## src/rtl/dpce_pkg.sv

```systemverilog
// ----------------------------------------------------------------------------
// dpce_pkg
// types, register codes and the dshot frame function of the channel encoder
// ----------------------------------------------------------------------------
package dpce_pkg;

  localparam int unsigned DATA_W   = 16;
  localparam int unsigned FRAME_W  = 16;
  localparam int unsigned CH_IN_W  = 4;
  localparam int unsigned CH_OUT_W = 3;
  localparam int unsigned CFG_IX_W = 3;
  localparam int unsigned DIV_W    = 32;
  localparam int unsigned PI_W     = 7;
  localparam int unsigned PROD_W   = 23;
  localparam int unsigned RECIP_W  = 24;
  localparam int unsigned RECIP_SH = 30;

  localparam logic [DATA_W-1:0]  PCT_FULL_Q8  = 16'd25600;
  // ceil(2^30 / 100), exact for every product below 2^23
  localparam logic [RECIP_W-1:0] PCT_RECIP    = 24'd10737419;
  localparam logic [10:0]        DSHOT_OFFSET = 11'd47;
  localparam logic [DATA_W-1:0]  SAT_VALUE    = 16'hFFFF;

  typedef enum logic [CFG_IX_W-1:0] {
    CFG_MIN_PULSE    = 3'd0,
    CFG_MAX_PULSE    = 3'd1,
    CFG_FRAME_PERIOD = 3'd2,
    CFG_TIMER_PERIOD = 3'd3,
    CFG_ONE_DUTY     = 3'd4,
    CFG_ZERO_DUTY    = 3'd5
  } cfg_reg_e;

  typedef enum logic [2:0] {
    F_IDLE,
    F_MUL1,
    F_DIV1,
    F_MUL2,
    F_DIV2,
    F_PUSH
  } front_state_e;

  typedef struct packed {
    logic [DATA_W-1:0] min_pulse_us;
    logic [DATA_W-1:0] max_pulse_us;
    logic [DATA_W-1:0] frame_period_us;
    logic [DATA_W-1:0] timer_period_ticks;
    logic [DATA_W-1:0] one_bit_duty;
    logic [DATA_W-1:0] zero_bit_duty;
  } cfg_t;

  typedef struct packed {
    logic [CH_OUT_W-1:0] channel;
    logic                is_dshot;
    logic [DATA_W-1:0]   value;
  } job_t;

  typedef struct packed {
    logic push;
    logic full;
  } queue_ctl_t;

  // p is already saturated to full throttle
  function automatic logic [FRAME_W-1:0] dshot_frame(input logic [DATA_W-1:0] p);
    logic [18:0] scaled;
    logic [10:0] thr;
    logic [11:0] f;
    logic [3:0]  crc;
    scaled = 19'(p) * 19'd5;
    thr    = scaled[16:6];
    f      = {thr + DSHOT_OFFSET, 1'b0};
    crc    = f[3:0] ^ f[7:4] ^ f[11:8];
    return {f, crc};
  endfunction

endpackage

```

## src/rtl/dpce_div.sv

```systemverilog
// ----------------------------------------------------------------------------
// dpce_div
// restoring divider, one quotient bit per cycle
// ----------------------------------------------------------------------------
module dpce_div
  import dpce_pkg::*;
(
  input  logic              clk_i,
  input  logic              rst_ni,
  input  logic              start_i,
  input  logic [DIV_W-1:0]  dividend_i,
  input  logic [DATA_W-1:0] divisor_i,
  output logic              done_o,
  output logic [DIV_W-1:0]  quotient_o
);

  localparam int unsigned CntW = $clog2(DIV_W);

  logic              busy_q, busy_d;
  logic              done_q, done_d;
  logic [CntW-1:0]   cnt_q, cnt_d;
  logic [DATA_W-1:0] rem_q, rem_d;
  logic [DATA_W-1:0] dvs_q, dvs_d;
  logic [DIV_W-1:0]  quo_q, quo_d;
  logic [DATA_W:0]   rem_sh;
  logic [DATA_W:0]   rem_sub;
  logic              ge;

  assign rem_sh  = {rem_q, quo_q[DIV_W-1]};
  assign rem_sub = rem_sh - {1'b0, dvs_q};
  assign ge      = rem_sh >= {1'b0, dvs_q};

  always_comb begin
    busy_d = busy_q;
    done_d = 1'b0;
    cnt_d  = cnt_q;
    rem_d  = rem_q;
    dvs_d  = dvs_q;
    quo_d  = quo_q;
    if (start_i) begin
      busy_d = 1'b1;
      cnt_d  = '0;
      rem_d  = '0;
      dvs_d  = divisor_i;
      quo_d  = dividend_i;
    end else if (busy_q) begin
      rem_d = ge ? rem_sub[DATA_W-1:0] : rem_sh[DATA_W-1:0];
      quo_d = {quo_q[DIV_W-2:0], ge};
      cnt_d = cnt_q + 1'b1;
      if (cnt_q == CntW'(DIV_W - 1)) begin
        busy_d = 1'b0;
        done_d = 1'b1;
      end
    end
  end

  always_ff @(posedge clk_i or negedge rst_ni) begin
    if (!rst_ni) begin
      busy_q <= 1'b0;
      done_q <= 1'b0;
      cnt_q  <= '0;
    end else begin
      busy_q <= busy_d;
      done_q <= done_d;
      cnt_q  <= cnt_d;
    end
  end

  always_ff @(posedge clk_i) begin
    rem_q <= rem_d;
    dvs_q <= dvs_d;
    quo_q <= quo_d;
  end

  assign done_o     = done_q;
  assign quotient_o = quo_q;

endmodule

```

## src/rtl/dpce_front.sv

```systemverilog
// ----------------------------------------------------------------------------
// dpce_front
// accepts requests, picks dshot or servo and works out the job value
// ----------------------------------------------------------------------------
module dpce_front
  import dpce_pkg::*;
#(
  parameter int unsigned NUM_CHANNELS       = 8,
  parameter int unsigned NUM_DSHOT_CHANNELS = 4
) (
  input  logic               clk_i,
  input  logic               rst_ni,
  input  cfg_t               cfg_i,
  input  logic               start_i,
  output logic               busy_o,
  input  logic [CH_IN_W-1:0] channel_i,
  input  logic [DATA_W-1:0]  percent_q8_i,
  input  logic               queue_full_i,
  output queue_ctl_t         queue_ctl_o,
  output job_t               job_o
);

  localparam logic [CH_IN_W:0] NumCh    = (CH_IN_W+1)'(NUM_CHANNELS);
  localparam logic [CH_IN_W:0] NumDshot = (CH_IN_W+1)'(NUM_DSHOT_CHANNELS);
  localparam int unsigned      ScaledW  = PROD_W + RECIP_W;

  front_state_e state_q, state_d;

  logic [CH_IN_W-1:0]  ch_eff;
  logic [DATA_W-1:0]   p_sat;
  logic                is_dshot;
  logic                accept;
  logic [CH_OUT_W-1:0] ch_q, ch_d;
  logic [PI_W-1:0]     pi_q, pi_d;
  logic [PROD_W-1:0]   prod_q, prod_d;
  logic [DATA_W-1:0]   us_q, us_d;
  logic [DATA_W-1:0]   val_q, val_d;
  logic                up;
  logic [DATA_W-1:0]   diff;
  logic [PROD_W-1:0]   mul1;
  logic [ScaledW-1:0]  scaled;
  logic [DATA_W-1:0]   pct_quo;
  logic [DIV_W-1:0]    mul2;
  logic                div_start;
  logic [DIV_W-1:0]    div_dividend;
  logic [DATA_W-1:0]   div_divisor;
  logic                div_done;
  logic [DIV_W-1:0]    div_quo;

  assign ch_eff   = ({1'b0, channel_i} >= NumCh) ? '0 : channel_i;
  assign p_sat    = (percent_q8_i > PCT_FULL_Q8) ? PCT_FULL_Q8 : percent_q8_i;
  assign is_dshot = {1'b0, ch_eff} < NumDshot;
  assign busy_o   = (state_q != F_IDLE) || queue_full_i;
  assign accept   = start_i && !busy_o;

  assign up      = cfg_i.max_pulse_us >= cfg_i.min_pulse_us;
  assign diff    = up ? (cfg_i.max_pulse_us - cfg_i.min_pulse_us)
                      : (cfg_i.min_pulse_us - cfg_i.max_pulse_us);
  assign mul1    = PROD_W'(pi_q) * PROD_W'(diff);
  // divide by 100 through the reciprocal
  assign scaled  = ScaledW'(prod_q) * ScaledW'(PCT_RECIP);
  assign pct_quo = scaled[RECIP_SH +: DATA_W];
  assign mul2    = DIV_W'(us_q) * DIV_W'(cfg_i.timer_period_ticks);

  // next state
  always_comb begin
    state_d = state_q;
    case (state_q)
      F_IDLE: begin
        if (accept && !is_dshot) state_d = F_MUL1;
      end
      F_MUL1: state_d = F_DIV1;
      F_DIV1: state_d = F_MUL2;
      F_MUL2: state_d = F_DIV2;
      F_DIV2: begin
        if (div_done) state_d = F_PUSH;
      end
      F_PUSH: begin
        if (!queue_full_i) state_d = F_IDLE;
      end
      default: state_d = F_IDLE;
    endcase
  end

  // outputs
  always_comb begin
    div_start        = 1'b0;
    div_dividend     = mul2;
    div_divisor      = cfg_i.frame_period_us;
    queue_ctl_o.push = 1'b0;
    queue_ctl_o.full = queue_full_i;
    job_o.channel    = ch_q;
    job_o.is_dshot   = 1'b0;
    job_o.value      = val_q;
    ch_d             = ch_q;
    pi_d             = pi_q;
    prod_d           = prod_q;
    us_d             = us_q;
    val_d            = val_q;
    case (state_q)
      F_IDLE: begin
        if (accept) begin
          ch_d = ch_eff[CH_OUT_W-1:0];
          pi_d = p_sat[8 +: PI_W];
          if (is_dshot) begin
            queue_ctl_o.push = 1'b1;
            job_o.channel    = ch_eff[CH_OUT_W-1:0];
            job_o.is_dshot   = 1'b1;
            job_o.value      = dshot_frame(p_sat);
          end
        end
      end
      F_MUL1: begin
        prod_d = mul1;
      end
      F_DIV1: begin
        us_d = up ? (cfg_i.min_pulse_us + pct_quo)
                  : (cfg_i.min_pulse_us - pct_quo);
      end
      F_MUL2: begin
        div_start = 1'b1;
      end
      F_DIV2: begin
        if (div_done) begin
          val_d = (div_quo[DIV_W-1:DATA_W] != '0) ? SAT_VALUE : div_quo[DATA_W-1:0];
        end
      end
      F_PUSH: begin
        queue_ctl_o.push = !queue_full_i;
      end
      default: begin
        div_start = 1'b0;
      end
    endcase
  end

  always_ff @(posedge clk_i or negedge rst_ni) begin
    if (!rst_ni) begin
      state_q <= F_IDLE;
    end else begin
      state_q <= state_d;
    end
  end

  always_ff @(posedge clk_i) begin
    ch_q   <= ch_d;
    pi_q   <= pi_d;
    prod_q <= prod_d;
    us_q   <= us_d;
    val_q  <= val_d;
  end

  dpce_div u_div (
    .clk_i      (clk_i),
    .rst_ni     (rst_ni),
    .start_i    (div_start),
    .dividend_i (div_dividend),
    .divisor_i  (div_divisor),
    .done_o     (div_done),
    .quotient_o (div_quo)
  );

endmodule

```

## src/rtl/dpce_queue.sv

```systemverilog
// ----------------------------------------------------------------------------
// dpce_queue
// two-entry job queue between front and back
// ----------------------------------------------------------------------------
module dpce_queue
  import dpce_pkg::*;
(
  input  logic       clk_i,
  input  logic       rst_ni,
  input  queue_ctl_t ctl_i,
  input  job_t       job_i,
  output logic       full_o,
  output logic       empty_o,
  input  logic       pop_i,
  output job_t       job_o
);

  job_t       mem_q [2];
  logic       wr_q, wr_d;
  logic       rd_q, rd_d;
  logic [1:0] cnt_q, cnt_d;
  logic       do_push;
  logic       do_pop;

  assign full_o  = cnt_q == 2'd2;
  assign empty_o = cnt_q == 2'd0;
  assign do_push = ctl_i.push && !full_o;
  assign do_pop  = pop_i && !empty_o;

  always_comb begin
    wr_d  = do_push ? !wr_q : wr_q;
    rd_d  = do_pop ? !rd_q : rd_q;
    cnt_d = cnt_q;
    if (do_push && !do_pop) cnt_d = cnt_q + 1'b1;
    if (!do_push && do_pop) cnt_d = cnt_q - 1'b1;
  end

  always_ff @(posedge clk_i or negedge rst_ni) begin
    if (!rst_ni) begin
      wr_q  <= 1'b0;
      rd_q  <= 1'b0;
      cnt_q <= '0;
    end else begin
      wr_q  <= wr_d;
      rd_q  <= rd_d;
      cnt_q <= cnt_d;
    end
  end

  always_ff @(posedge clk_i) begin
    if (do_push) mem_q[wr_q] <= job_i;
  end

  assign job_o = mem_q[rd_q];

endmodule

```

## src/rtl/dpce_back.sv

```systemverilog
// ----------------------------------------------------------------------------
// dpce_back
// turns queued jobs into timer compare words, one per cycle
// ----------------------------------------------------------------------------
module dpce_back
  import dpce_pkg::*;
#(
  parameter int unsigned BUFFER_WORDS = 18
) (
  input  logic                clk_i,
  input  logic                rst_ni,
  input  cfg_t                cfg_i,
  input  logic                empty_i,
  output logic                pop_o,
  input  job_t                job_i,
  output logic                result_strobe_o,
  output logic [CH_OUT_W-1:0] channel_out_o,
  output logic [DATA_W-1:0]   compare_value_o,
  output logic                is_dshot_o,
  output logic                last_o
);

  localparam int unsigned CntW = $clog2(BUFFER_WORDS);

  logic                active_q, active_d;
  logic [CntW-1:0]     cnt_q, cnt_d;
  logic [FRAME_W-1:0]  frame_q, frame_d;
  logic [CH_OUT_W-1:0] ch_q, ch_d;
  logic                dshot_q, dshot_d;
  logic                strobe_q, strobe_d;
  logic [CH_OUT_W-1:0] och_q, och_d;
  logic [DATA_W-1:0]   oval_q, oval_d;
  logic                odshot_q, odshot_d;
  logic                olast_q, olast_d;
  logic                word_last;

  assign word_last = !dshot_q || (cnt_q == CntW'(BUFFER_WORDS - 1));
  assign pop_o     = !empty_i && (!active_q || word_last);

  always_comb begin
    active_d = active_q;
    cnt_d    = cnt_q;
    frame_d  = frame_q;
    ch_d     = ch_q;
    dshot_d  = dshot_q;
    strobe_d = active_q;
    och_d    = ch_q;
    odshot_d = dshot_q;
    olast_d  = word_last;
    oval_d   = frame_q;
    if (dshot_q) begin
      if (32'(cnt_q) < FRAME_W) begin
        oval_d = frame_q[FRAME_W-1] ? cfg_i.one_bit_duty : cfg_i.zero_bit_duty;
      end else begin
        oval_d = '0;
      end
    end
    if (active_q) begin
      cnt_d   = cnt_q + 1'b1;
      frame_d = {frame_q[FRAME_W-2:0], 1'b0};
      if (word_last) active_d = 1'b0;
    end
    if (pop_o) begin
      active_d = 1'b1;
      cnt_d    = '0;
      frame_d  = job_i.value;
      ch_d     = job_i.channel;
      dshot_d  = job_i.is_dshot;
    end
  end

  always_ff @(posedge clk_i or negedge rst_ni) begin
    if (!rst_ni) begin
      active_q <= 1'b0;
      strobe_q <= 1'b0;
      cnt_q    <= '0;
    end else begin
      active_q <= active_d;
      strobe_q <= strobe_d;
      cnt_q    <= cnt_d;
    end
  end

  always_ff @(posedge clk_i) begin
    frame_q  <= frame_d;
    ch_q     <= ch_d;
    dshot_q  <= dshot_d;
    och_q    <= och_d;
    oval_q   <= oval_d;
    odshot_q <= odshot_d;
    olast_q  <= olast_d;
  end

  assign result_strobe_o = strobe_q;
  assign channel_out_o   = och_q;
  assign compare_value_o = oval_q;
  assign is_dshot_o      = odshot_q;
  assign last_o          = olast_q;

endmodule

```

## src/rtl/dshot_pwm_channel_encoder_unit.sv

```systemverilog
// ----------------------------------------------------------------------------
// dshot_pwm_channel_encoder_unit
// dshot150 frame and servo pwm compare word encoder
//
//   channel   handshake                  payload
//   request   start / busy               channel_i, percent_q8_i
//   result    result_strobe_o            channel_out_o, compare_value_o,
//                                        is_dshot_o, last_o
//   config    cfg_valid_i / cfg_ready_o  cfg_index_i, cfg_data_i
//
// a dshot request gives BUFFER_WORDS words on consecutive cycles once past the
// queue entry, back job and output registers; the front takes one dshot
// request per cycle while the two-entry queue has room, so the word stream
// sets the sustained rate; a servo request holds the front until its push,
// one 32-step pass of the divider for the tick count, and its one word takes
// the same path; reset loads the register defaults; results cannot be stalled
// ----------------------------------------------------------------------------
module dshot_pwm_channel_encoder_unit
  import dpce_pkg::*;
#(
  parameter int unsigned NUM_CHANNELS       = 8,
  parameter int unsigned NUM_DSHOT_CHANNELS = 4,
  parameter int unsigned BUFFER_WORDS       = 18
) (
  input  logic                clk_i,
  input  logic                rst_ni,
  input  logic                start,
  output logic                busy,
  input  logic [CH_IN_W-1:0]  channel_i,
  input  logic [DATA_W-1:0]   percent_q8_i,
  output logic                result_strobe_o,
  output logic [CH_OUT_W-1:0] channel_out_o,
  output logic [DATA_W-1:0]   compare_value_o,
  output logic                is_dshot_o,
  output logic                last_o,
  input  logic                cfg_valid_i,
  output logic                cfg_ready_o,
  input  logic [CFG_IX_W-1:0] cfg_index_i,
  input  logic [DATA_W-1:0]   cfg_data_i
);

  cfg_t       cfg_q, cfg_d;
  queue_ctl_t qctl;
  job_t       job_in;
  job_t       job_out;
  logic       q_full;
  logic       q_empty;
  logic       q_pop;

  assign cfg_ready_o = 1'b1;

  always_comb begin
    cfg_d = cfg_q;
    if (cfg_valid_i) begin
      case (cfg_index_i)
        CFG_MIN_PULSE:    cfg_d.min_pulse_us       = cfg_data_i;
        CFG_MAX_PULSE:    cfg_d.max_pulse_us       = cfg_data_i;
        CFG_FRAME_PERIOD: cfg_d.frame_period_us    = cfg_data_i;
        CFG_TIMER_PERIOD: cfg_d.timer_period_ticks = cfg_data_i;
        CFG_ONE_DUTY:     cfg_d.one_bit_duty       = cfg_data_i;
        CFG_ZERO_DUTY:    cfg_d.zero_bit_duty      = cfg_data_i;
        default:          cfg_d = cfg_q;
      endcase
    end
  end

  always_ff @(posedge clk_i or negedge rst_ni) begin
    if (!rst_ni) begin
      cfg_q.min_pulse_us       <= 16'd1000;
      cfg_q.max_pulse_us       <= 16'd2000;
      cfg_q.frame_period_us    <= 16'd20000;
      cfg_q.timer_period_ticks <= 16'd60000;
      cfg_q.one_bit_duty       <= 16'd240;
      cfg_q.zero_bit_duty      <= 16'd120;
    end else begin
      cfg_q <= cfg_d;
    end
  end

  dpce_front #(
    .NUM_CHANNELS       (NUM_CHANNELS),
    .NUM_DSHOT_CHANNELS (NUM_DSHOT_CHANNELS)
  ) u_front (
    .clk_i        (clk_i),
    .rst_ni       (rst_ni),
    .cfg_i        (cfg_q),
    .start_i      (start),
    .busy_o       (busy),
    .channel_i    (channel_i),
    .percent_q8_i (percent_q8_i),
    .queue_full_i (q_full),
    .queue_ctl_o  (qctl),
    .job_o        (job_in)
  );

  dpce_queue u_queue (
    .clk_i   (clk_i),
    .rst_ni  (rst_ni),
    .ctl_i   (qctl),
    .job_i   (job_in),
    .full_o  (q_full),
    .empty_o (q_empty),
    .pop_i   (q_pop),
    .job_o   (job_out)
  );

  dpce_back #(
    .BUFFER_WORDS (BUFFER_WORDS)
  ) u_back (
    .clk_i           (clk_i),
    .rst_ni          (rst_ni),
    .cfg_i           (cfg_q),
    .empty_i         (q_empty),
    .pop_o           (q_pop),
    .job_i           (job_out),
    .result_strobe_o (result_strobe_o),
    .channel_out_o   (channel_out_o),
    .compare_value_o (compare_value_o),
    .is_dshot_o      (is_dshot_o),
    .last_o          (last_o)
  );

endmodule
```

## config.mk

```make
export PLATFORM = sky130hd
export DESIGN_NAME = dshot_pwm_channel_encoder_unit
export DESIGN_NICKNAME = d
export VERILOG_FILES = /design/src/rtl/dpce_pkg.sv /design/src/rtl/dpce_div.sv /design/src/rtl/dpce_front.sv /design/src/rtl/dpce_queue.sv /design/src/rtl/dpce_back.sv /design/src/rtl/dshot_pwm_channel_encoder_unit.sv
export SDC_FILE = /design/constraint.sdc
export NUM_CORES = 2
export LEC_CHECK = 0
export ABC_CLOCK_PERIOD_IN_PS = 24200
export BUFFER_PORTS_ARGS = -buffer_cell sky130_fd_sc_hd__buf_2
export CORE_MARGIN = 4
export CORE_UTILIZATION = 36
export DETAILED_ROUTE_END_ITERATION = 8
export SETUP_SLACK_MARGIN = 0.15
export SLEW_MARGIN = 20
export SYNTH_ARGS = -nofsm -noshare
export SYNTH_HDL_FRONTEND = slang
export SYNTH_SLANG_ARGS = --single-unit
```

## constraint.sdc

```tcl
create_clock -name clk_i -period 24.2 [get_ports clk_i]
set_clock_uncertainty 0.15 [all_clocks]
set_input_delay 4.84 -clock clk_i [delete_from_list [all_inputs] [get_ports clk_i]]
set_output_delay 4.84 -clock clk_i [all_outputs]
set_load 0.02 [all_outputs]
```

# [Yosys cells after proc, flatten, opt, wreduce, memory -nomap -nowiden]
# Memories as Yosys holds them, arrays and structs flattened.
# Index checks and enable logic that the tools add are counted.
[classes] n_addsub=10 mul=4 n_lt_le_gt_ge=6 eq_ne=16 mux=40 n_bitwise=2 reduce_logical=37
[op_table] op="$mux W16" count=9
[op_table] op="$mux W32" count=2
[op_table] op="$sub A16 B16 Y16" count=4
[op_table] op="$mux W20" count=3
[op_table] op="$mul A23 B24 Y46 const B" count=1
[op_table] op="$mul A16 B16 Y32" count=1
[op_table] op="$mul A7 B16 Y23" count=1
[op_table] op="$mux W5" count=4
[op_table] op="$pmux W3 S6" count=1
[op_table] op="$ge A17 B16 Y1" count=1
[op_table] op="$mul A16 B3 Y17 const B" count=1
[op_table] op="$add A16 B16 Y16" count=1
[op_table] op="$ge A16 B16 Y1" count=1
[op_table] op="$gt A16 B15 Y1 const B" count=1
[op_table] op="$reduce_and A2 Y1" count=8
[op_table] op="$reduce_bool A16 Y1" count=1
[op_table] op="$mux W1" count=14
[op_table] op="$eq A3 B2 Y1 const B" count=4
[op_table] op="$eq A3 B3 Y1 const B" count=4
[op_table] op="$add A11 B6 Y11 const B" count=1
[op_table] op="$add A5 B1 Y5 const B" count=2
[op_table] op="$eq A5 B5 Y1 const B" count=2
[op_table] op="$logic_not A1 Y1" count=10
[op_table] op="$mux W3" count=3
[op_table] op="20 further kinds" count=35
[word_totals] register_bits=287 mem_bits_rw=40 output_inout_bits=24 n_memories=1
[memory_table] name="u_queue.mem_q" words=2 width=20 rd=1 rd_clocked_by_memory_dff=0 wr=1 line="dpce_queue.sv:18" source="job_t mem_q [2];"

# [Longest topological paths before layout]
[logic_depth] ltp_word=10 mapped_depth=38 ltp_nobuf=38

# [Hierarchy]
# From an unflattened synthesis, not the netlist that was laid out.
[unflattened] hier_cells=3713 area_unflattened_um2=38349.3
[modules_own_cells] mod="dpce_front" n_inst=1 cells_per_inst=2960 area_each_um2=27321.2 seq_area_each_um2=2026.9
[modules_own_cells] mod="dshot_pwm_channel_encoder_unit" n_inst=1 cells_per_inst=210 area_each_um2=3729.8 seq_area_each_um2=2442.3
[modules_own_cells] mod="dpce_div" n_inst=1 cells_per_inst=317 area_each_um2=3724.8 seq_area_each_um2=1936.9
[modules_own_cells] mod="dpce_back" n_inst=1 cells_per_inst=146 area_each_um2=1935.6 seq_area_each_um2=1196.1
[modules_own_cells] mod="dpce_queue" n_inst=1 cells_per_inst=80 area_each_um2=1637.8 seq_area_each_um2=1301.2

# [Worst setup path before layout]
# Ideal clock, no wire load.
[synth_path] path_kind="input to register" from="in percent_q8_i[3]" to="mem u_queue.mem_q[0][3] (netlist bit), data pin" setup_ns=0.268 t_arrival_ns=9.261 required_ns=23.782 slack_ns=14.522 cell_stages=21 cell_sequence="or4b_2 > nor4_1 > a41o_1 > and2_1 > ha_1 > ha_1 > nand2_1 > or4_4 > nand2_1 > a21oi_1 > xor2_1 > ha_1 > and4_1 > nor3_2 > a21oi_2 > nor4_4 > a31o_2 > a21oi_2 > xnor2_2 > xnor2_1 > o21ai_1"
[synth_rtl] element="from (decl)" line="dshot_pwm_channel_encoder_unit.sv:30" source="input logic [DATA_W-1:0] percent_q8_i,"
[synth_rtl] element="to (decl)" line="dpce_queue.sv:18"

# [Final worst setup path]
[layout_path] from="reg u_front.prod_q[5]" to="reg u_front.us_q[14], data pin"
[layout_via] elab_chain_len=3 word_cells_on_any_way=4
[layout_lines] element="from (decl)" line="dpce_front.sv:35" source="logic [PROD_W-1:0] prod_q, prod_d;"
[layout_lines] element="from (signal assigned)" line="dpce_front.sv:148" source="prod_q <= prod_d;"
[layout_lines] element="$mul A23 B24 Y46 *" line="dpce_front.sv:61" source="assign scaled = ScaledW'(prod_q) * ScaledW'(PCT_RECIP);"
[layout_lines] element="$sub A16 B16 Y16 / $add A16 B16 Y16 (equally long branches)" line="dpce_front.sv:118, dpce_front.sv:117"
[layout_lines] element="$mux W16 *" line="dpce_front.sv:117" source="us_d = up ? (cfg_i.min_pulse_us + pct_quo)"
[layout_lines] element="to (signal assigned)" line="dpce_front.sv:149" source="us_q <= us_d;"
[layout_lines] element="to (decl)" line="dpce_front.sv:36" source="logic [DATA_W-1:0] us_q, us_d;"
# Mark *: on every way between the ends. The rest lies on a longest branch, timed or not.
# A chain may end at the register's enable or synchronous reset.

==> results by group <==
STA
  • Setup TNS: 0 ns
  • Min Hold Slack: 0.193 ns
  • Fin worst setup slack: 14.18 ns
  • Final hold violation count: 0
  • Max Fclk: 0.0998 GHz
  • Final slew viol count: 0
  • Setup Viol. Count Final: 0
  • Slew @ Worst Pin: 1.01 ns
  • Fin crit period: around 10 ns
  • Slew HR: 32.0%
  • RSZ-0062 raised after global routing: false
  • Final period utilization: 41.4%

Critical path
  • Worst EP required: roughly 24 ns
  • Most used cell, CP: fa_1
  • Worst path slowest cell: fa_1
  • FF-to-FF Start: u_front.prod_q[5]
  • Worst EP arrival: 10.19 ns
  • CP startpoint kind: flip-flop
  • Worst setup path category: flip-flop to flip-flop
  • Buf/Inv on CP: 4
  • Critical path peak fanout: 7
  • CP delay by family, top: adder cells
  • Crit path capture type: flip-flop
  • Start point of the critical path: u_front.prod_q[5]
  • Max incr delay on CP: roughly 0.63 ns

Floorplan
  • Die ar.: 107000 µm²
  • Core area: 102000 µm²
  • Chip Width: 328 µm
  • Die Span Y: about 330 µm
  • Row Count: 117
  • Starting Density: between 30 and 40%
  • Num ports: 67

Finish
  • Final non-filler cell total: 5058
  • Synth-to-Final Area Change: 8.55%
  • Final nets: 4641
  • Most frequent cells in the layout: inv_1, ha_1, fa_1
  • Share of cells above drive strength 1: 8.48%
  • Area occupied by multi-input gates: 25000 µm²
  • Fill cell count: 10099
  • Register Area: 8900 µm²
  • Most common cell after layout, fill and taps aside: inv_1

Synthesis
  • Post-synth top area cell: fa_1
  • Netlist cell types: 85
  • Sequential fraction of the synthesis area: 24.2%
  • Async SR Flop Fraction: 35.8%
  • Synth top area cells: fa_1, ha_1, edfxtp_1, inv_1, dfrtp_1
  • #FFs+latches synth: 327
  • Synth Net Count: 4625
  • Yosys synthesis warning count: 0
  • Cells after synthesis: 3642
  • Syn Area/Cell: roughly 10 µm²
  • Post-synth top flop: edfxtp_1
  • Synth Cell Area: 36800 µm²
  • EDFF count, synth: 173
  • Yosys top cell area share: between 20% and 30%

Routing
  • TritonRoute pass-1 iters: 6
  • DRC Markers: 0
  • DRT Wirelength: around 85000 µm
  • Iter 0 DRT Violations: approximately 1300
  • Vias per inst: just under 5
  • Final ANT Viol Nets: 0
  • Routed len/inst: about 17 µm
  • Via count: 24659

Outcome
  • Status: finished clean

Global routing
  • Vias in the first global route: 25924
  • Pin count of the biggest net entering global routing: 64
  • Initial antenna violation count: 2
  • Grt total ovfl: 0
  • First-pass GRT wire length: 140000 µm
  • All-Layer GR Usage: 16.3%

Placement
  • Port Buf Inserts: 65
  • Dpl cells: between 4000 and 5000
  • Dpl ws: roughly 14 ns
  • GP Congestion: about 0.86
  • DP HPWL: 68700 µm

Clocking
  • Clk pin slew, worst setup/hold paths: 0.06 ns
  • CTS tree: done
  • Worst skew pair latency: 0.59 ns
  • CTS Root Cell: clkbuf_16
  • Clock H-tree levels: 2
  • Clock Path Buffers: 3
  • Post CTS Setup Buffer Count: 0
  • CTS Sinks: 327
  • CTS buffer count: 39
  • Post-CTS Resized: 0
  • Hold_buf cts: 0

Hold path
  • Worst hold-check path type: flip-flop to flip-flop
  • Hold Path Origin: u_back.ch_q[2]

Flow run
  • Max-Cap Viols: 0
==> worst reg2reg max path: cells and delay by family, from the launching register on <==
| family | cells | cell delay, ns |
|---|---|---|
| fa+ha+maj | 9 | 4.20 |
| compound gates | 16 | 3.20 |
| simple gates | 5 | 1.21 |
| flops | 1 | 0.55 |
| xor+xnor | 2 | 0.31 |
| buf+inv | 4 | 0.19 |
==> area by class of cell <==
| class | count | share of cell area (%) |
|---|---|---|
| well taps | 1368 | 4.29 |
| repair buffers | 87 | 1.23 |
| inverters | 683 | 6.42 |
| flip-flops and latches | 327 | 22.3 |
| clock buffers | 55 | 2.75 |
| multi-input cells | 2520 | 62.5 |
| diodes | 1 | 0.00627 |
| clock inverters | 17 | 0.514 |
==> worst paths after layout <==
check / endpoint / slack (ns) / cells after the start
setup / recovery: u_front.us_q[14] / 14.18 / 36
hold / removal: u_back.channel_out_o[2] / 0.19 / 0
setup reg to reg: u_front.us_q[14] / 14.18 / 36
hold reg to reg: u_back.channel_out_o[2] / 0.19 / 0
max in group asynchronous: cfg_q[24] / 18.37 / 2
min in group asynchronous: u_back.result_strobe_o / 4.22 / 1
==> Yosys cell counts (13+ instances only) <==
master and instances:
o22ai_1 17, clkbuf_1 103, nor3_1 28, dfstp_2 32
o21bai_1 27, o21ai_0 129, xor2_1 52, and2_1 128
a21o_1 55, xnor2_1 97, or2_2 23, edfxtp_1 173
nand2_1 405, and3_1 13, nor2_1 98, dfxtp_1 37
mux2_2 79, mux2i_1 58, fa_1 460, a21oi_1 140
ha_1 480, nor2b_1 20, nand2b_1 21, dfrtp_1 85
inv_1 681, nand3_1 18, nand4_1 17
==> stage by stage <==
step,cell area (µm²),utilization (%)
after global placement,38600,38.0
after CTS,39900,39.3
after detailed placement,38600,38.0
after global routing,39900,39.3
final,39900,39.3
after floorplan,36800,-
==> routing by layer <==
layer	part of all wire, %	track usage (%)	vias up
met3	3.8	2.01	130
li1	-	-	11811
met1	45	22.0	12307
met4	2.8	4.26	0
met5	0	0	-
met2	48	27.6	411
==> sequential cells by signal, summed over array words and instances (netlist names), 5 cells and up <==
register                  cells
u_front.val_q                16
u_back.cnt_q                  5
u_front.u_div.dvs_q          16
u_front.us_q                 16
u_front.u_div.quotient_o     32
u_queue.mem_q                40
u_front.u_div.rem_q          16
u_back.frame_q               16
u_front.u_div.cnt_q           5
u_front.pi_q                  7
u_front.prod_q               23
u_back.compare_value_o       16
cfg_q                        96
==> kinds of logic after synthesis <==
family	count (synthesis)	share of synthesized area (%)
other	2	0.0204
XOR/XNOR	151	3.65
AO/OA/AOI/OAI	474	8.13
multiplexers	137	4.00
flip-flops	327	24.2
AND/OR/NAND/NOR	816	10.5
adder cells (fa/ha/maj)	940	41.4
buffers and inverters	795	8.13
Power is left out: the tool's default activity adds up to more than one toggle a clock period on the data nets, which glitch-free logic cannot reach.
